## config.mk

```make
export PLATFORM = sky130hd
export DESIGN_NAME = phs_div
export DESIGN_NICKNAME = d
export VERILOG_FILES = /design/src/hw/rtl/pixel_histogram_statistics_assert.svh /design/src/hw/rtl/phs_pkg.sv /design/src/hw/rtl/phs_div.sv
export SDC_FILE = /design/constraint.sdc
export NUM_CORES = 1
export LEC_CHECK = 0
export BUFFER_PORTS_ARGS = -buffer_cell sky130_fd_sc_hd__buf_2
export CAP_MARGIN = 20
export CORE_MARGIN = 4
export CORE_UTILIZATION = 49
export DETAILED_ROUTE_END_ITERATION = 10
export PLACE_DENSITY_LB_ADDON = 0.08
export SYNTH_ARGS = -nofsm -noshare
export SYNTH_HDL_FRONTEND = slang
export SYNTH_SLANG_ARGS = --single-unit
```

## constraint.sdc

```tcl
create_clock -name clk -period 2.5 [get_ports clk]
set_input_delay 0.25 -clock clk [delete_from_list [all_inputs] [get_ports clk]]
set_output_delay 0.25 -clock clk [all_outputs]
set_load 0.01 [all_outputs]
```

## src/hw/rtl/pixel_histogram_statistics_assert.svh

```systemverilog
// ----------------------------------------------------------------------------
// Pixel histogram statistics assertion macros
// Shared assertion forms, clocked on clk and disabled while rst_n is low.
// ----------------------------------------------------------------------------
`ifndef PIXEL_HISTOGRAM_STATISTICS_ASSERT_SVH
`define PIXEL_HISTOGRAM_STATISTICS_ASSERT_SVH

// The consequent holds in the same cycle as the antecedent.
`define PHS_ASSERT_IMP(label, ante, cons, msg) \
    label: assert property (@(posedge clk) disable iff (!rst_n) (ante) |-> (cons)) \
        else $error(msg);

// The consequent holds in the cycle after the antecedent.
`define PHS_ASSERT_NXT(label, ante, cons, msg) \
    label: assert property (@(posedge clk) disable iff (!rst_n) (ante) |=> (cons)) \
        else $error(msg);

`endif

```

## src/hw/rtl/phs_pkg.sv

```systemverilog
// ----------------------------------------------------------------------------
// Pixel histogram statistics package
// Item types, opcodes and default sizes shared by the histogram modules.
// ----------------------------------------------------------------------------
`default_nettype none

package phs_pkg;

    localparam int BIN_COUNT_DEF  = 256;
    localparam int COUNT_BITS_DEF = 24;

    typedef enum logic [1:0] {
        OP_ADD    = 2'd0,
        OP_REPORT = 2'd1,
        OP_READ   = 2'd2,
        OP_CLEAR  = 2'd3
    } phs_op_t;

    localparam logic REPLY_REPORT = 1'b0;
    localparam logic REPLY_BIN    = 1'b1;

    typedef struct packed {
        logic [1:0] opcode;
        logic [7:0] pixel_value;
        logic [7:0] bin_index;
    } phs_in_t;

    typedef struct packed {
        logic        reply_kind;
        logic [7:0]  median_value;
        logic [15:0] mean_fixed;
        logic [7:0]  min_value;
        logic [7:0]  max_seen;
        logic [7:0]  mode_value;
        logic [23:0] mode_occurrences;
        logic [8:0]  mode_ties;
        logic [23:0] total_pixels;
        logic [23:0] bin_count;
        logic        is_empty;
        logic        out_of_range_seen;
    } phs_out_t;

endpackage

`default_nettype wire

```

## src/hw/rtl/phs_div.sv

```systemverilog
// ----------------------------------------------------------------------------
// Histogram mean divider
// Restoring divider that produces one quotient bit per cycle.
// ----------------------------------------------------------------------------
`default_nettype none

module phs_div
    import phs_pkg::*;
#(
    parameter int NW = 48,
    parameter int DW = COUNT_BITS_DEF
)
(
    input  wire logic          clk,
    input  wire logic          rst_n,
    input  wire logic          start,
    input  wire logic [NW-1:0] num,
    input  wire logic [DW-1:0] den,
    output logic      [NW-1:0] quo,
    output logic               done
);

    localparam int CW = $clog2(NW + 1);

    logic [CW-1:0] cnt_reg;
    logic          run_reg;
    logic          done_reg;
    logic [DW-1:0] rem_reg;
    logic [DW-1:0] den_reg;
    logic [NW-1:0] quo_reg;
    logic [DW:0]   trial;
    logic          take;
    logic [DW-1:0] rem_next;

    always_comb
    begin
        trial    = {rem_reg, quo_reg[NW-1]};
        take     = (trial >= {1'b0, den_reg});
        rem_next = take ? DW'(trial - {1'b0, den_reg}) : trial[DW-1:0];
    end

    always_ff @(posedge clk or negedge rst_n)
    begin
        if (!rst_n)
        begin
            cnt_reg  <= '0;
            run_reg  <= 1'b0;
            done_reg <= 1'b0;
        end
        else
        begin
            done_reg <= 1'b0;
            if (start)
            begin
                cnt_reg <= CW'(NW);
                run_reg <= 1'b1;
            end
            else if (run_reg)
            begin
                cnt_reg <= cnt_reg - 1'b1;
                if (cnt_reg == CW'(1))
                begin
                    run_reg  <= 1'b0;
                    done_reg <= 1'b1;
                end
            end
        end
    end

    always_ff @(posedge clk)
    begin
        if (start)
        begin
            quo_reg <= num;
            rem_reg <= '0;
            den_reg <= den;
        end
        else if (run_reg)
        begin
            quo_reg <= {quo_reg[NW-2:0], take};
            rem_reg <= rem_next;
        end
    end

    assign quo  = quo_reg;
    assign done = done_reg;

endmodule

`default_nettype wire

```

==> results.yml <==
timing:
  relSlewSlack: 0.595
  layout_min_cycle_time_ns: 2.58
  postLayoutSetupSlackWorst_ns: -0.0753
  fin_crit_sh: 1.03
  hold_violations: 0
  fmax_mhz: 388
  skew_ns: 0.0126
  rsz0062_at_grt: "true"
  setup_violations: 1
  tightest_slew_ns: 0.607
  fin_tns_setup_ns: -0.0753
  drv_slew: 0
  holdWs_ns: 0.0608
clock_tree:
  clkSinkCount: 104
  tritoncts: "built"
  clockBufferDepth: 2
  htreeDepth: 3
  path_clk_slew_ns: 0.07
  cts_made_buffers: 9
  cts-root-buf: "clkbuf_16"
  insertion_delay_ns: 0.36
synth:
  synth_seq_cells: 104
  synthesis.nets: 589
  ys_seq_area_frac: 0.509
  synth-edff-count: 72
  synth_cells: 487
  ys.warnings.count: 0
  synth_cell_type_count: 58
  postSynthAreaPerCell_um2: 11.5
  synthFlopType: "edfxtp_1"
  mappedNetlistArea_um2: 5590
  async_reset_ff_frac: 0.0769
floorplan:
  initial_core_util: 0.509
  die_h_um: 115
  ios: 124
  die_x_um: 115
  core_um2: 11000
  rows: 38
  fp.dieArea_um2: 13200
drt:
  wl_per_cell_um: 16.3
  drt_iter0_drc: 191
  dr.pass1.iters: 4
  ant_nets: 0
  vias_per_cell: 5.44
  drc: 0
  dr_total_vias: 4300
  drt_wl_total_um: 12900
cells_and_area:
  syn_to_final_growth_pct: 29.9
  mostFrequentLayoutCells: "buf_2 (122), edfxtp_1 (72), mux2_2 (47), nor2_1 (44), buf_4 (42)"
  largest_reg_flops: 48
  layout_commonest_cell: "buf_2"
  nets: 747
  antennaDiodeCount: 0
  final_layout_size_suffix_gt1_frac: 0.431
outcome:
  status: "complete, but fails checks"
  violations: "setup timing"
setup_path:
  crit_type: "register to register"
  cp.required_ns: 2.77
  worstPathMaxFanout: 3
  endpoint_kind: "register"
  critPathArrivalTime_ns: 2.85
  cp-start-kind: "register"
global_route:
  grt_remaining_overflow: 0
  grt_pass1_vias: 4450
  antenna_found_initial: 0
  grt_usage: 0.203
  grt_max_degree: 51
  grt_pass1_wl_um: 21300
flow_run:
  drv_cap: 0
placement:
  portBuffers: 123
  place_congestion: 0.826
  dpl_worst_slack_ns: -0.113
  dp_hpwl_um: 8880
min_path:
  hold_path_class: "input port to register"
pwr:
  power_density_nw_per_um2: 572
  p_leak_nw: 3.10
  vdd_ir_drop_max_mv: 0.644
-- report_power, final --
group,switching [mW],total (mW),internal (mW)
Combinational,0.353,0.723,0.370
Clock,0.644,1.35,0.710
Sequential,0.0765,2.08,2.00
-- layer usage --
layer	global-route usage	vias to the layer above	routed length, um
met4	0.0720	0	229
li1	-	2121	-
met1	0.258	2037	5650
met3	0.0716	17	921
met2	0.326	125	6080
met5	0	-	0
-- critical path, stage by stage, from the launching register on --
cell and delay (ns):
edfxtp_1 0.38, inv_1 0.07, ha_2 0.19, fa_2 0.20, nand2b_4 0.14, a21oi_4 0.06, o311a_4 0.35, a2111o_1 0.44
a31oi_1 0.21, xnor2_1 0.15, mux2i_1 0.10, a211oi_1 0.20
-- final cells by class --
| class | count | area, um^2 |
|---|---|---|
| Clock buffer | 12 | 246 |
| Clock inverter | 4 | 31.3 |
| Fill cell | 854 | 3720 |
| Inverter | 33 | 124 |
| Multi-Input combinational cell | 327 | 2810 |
| Sequential cell | 104 | 2840 |
| Tap cell | 140 | 175 |
| Timing Repair Buffer | 170 | 1030 |
-- final timing paths --
check	to	startpoint	depth (start not counted)	slack [ns]
max	rem_reg[18]	quo[47]	11	-0.08
min	den_reg[5]	den[5]	1	0.06
max reg2reg	rem_reg[18]	quo[47]	11	-0.08
min reg2reg	rem_reg[20]	rem_reg[20]	2	0.51
max in group asynchronous	done	rst_n	2	2.06
min in group asynchronous	cnt_reg[1]	rst_n	2	0.27
-- logic make-up (layout without fill, tap and decap cells) --
family,after synthesis,after routing,share of synthesized area
flip-flops,104,104,0.509
adder cells (fa/ha/maj),27,27,0.0618
buffers and inverters,56,219,0.0439
multiplexers,65,65,0.127
XOR/XNOR,23,23,0.0360
AO/OA/AOI/OAI,97,97,0.119
AND/OR/NAND/NOR,115,115,0.104
-- cells in the mapped netlist (2+ instances only) --
| library cell | instances | area, um^2 |
|---|---|---|
| xor2_1 | 11 | 96.3 |
| nand2b_1 | 7 | 43.8 |
| a311oi_1 | 3 | 26.3 |
| o21bai_1 | 2 | 15.0 |
| a211oi_1 | 18 | 135 |
| nor4_1 | 3 | 18.8 |
| or3_1 | 2 | 12.5 |
| a21oi_1 | 24 | 120 |
| nor3_1 | 2 | 10.0 |
| edfxtp_1 | 72 | 2160 |
| mux2i_1 | 18 | 180 |
| a21o_1 | 5 | 37.5 |
| nand4_1 | 5 | 31.3 |
| o221ai_1 | 2 | 17.5 |
| buf_1 | 3 | 11.3 |
| dfxtp_1 | 24 | 480 |
| o21a_1 | 3 | 22.5 |
| a2111o_1 | 2 | 22.5 |
| o21ai_1 | 4 | 20.0 |
| nand4b_1 | 3 | 26.3 |
| mux2_2 | 47 | 529 |
| o31ai_1 | 2 | 15.0 |
| xnor2_1 | 12 | 105 |
| buf_4 | 2 | 15.0 |
| dfrtp_1 | 8 | 200 |
| nor2_1 | 45 | 169 |
| a31oi_1 | 3 | 18.8 |
| ha_1 | 26 | 325 |
| nand3_1 | 4 | 20.0 |
| o311ai_0 | 2 | 17.5 |
| inv_1 | 33 | 124 |
| nand2_1 | 24 | 90.1 |
| o211ai_1 | 3 | 22.5 |
| nor3b_1 | 3 | 22.5 |
| o21ai_0 | 16 | 80.1 |
| clkbuf_1 | 16 | 60.1 |
| and3_1 | 4 | 25.0 |
| nor2b_1 | 4 | 25.0 |
-- stage by stage --
stage,instances,utilization,instance area [um^2],power (mW)
3_5_place_dp,765,0.600,6590,2.76
5_1_grt,790,0.661,7260,4.36
4_1_cts,787,0.644,7070,4.15
2_1_floorplan,487,-,5590,2.49
6_report,790,0.661,7260,4.15
3_3_place_gp,765,0.600,6590,2.74
-- timing repair --
action,in CTS,in global routing
resized for setup,24,35
endpoints found under the setup margin,24,24
pin swaps,18,25
buffers inserted,4,3
gates cloned,1,0
hold buffers,1,0
hold endpoints to repair,8,0
No activity file was read; power rests on OpenSTA's default activity.
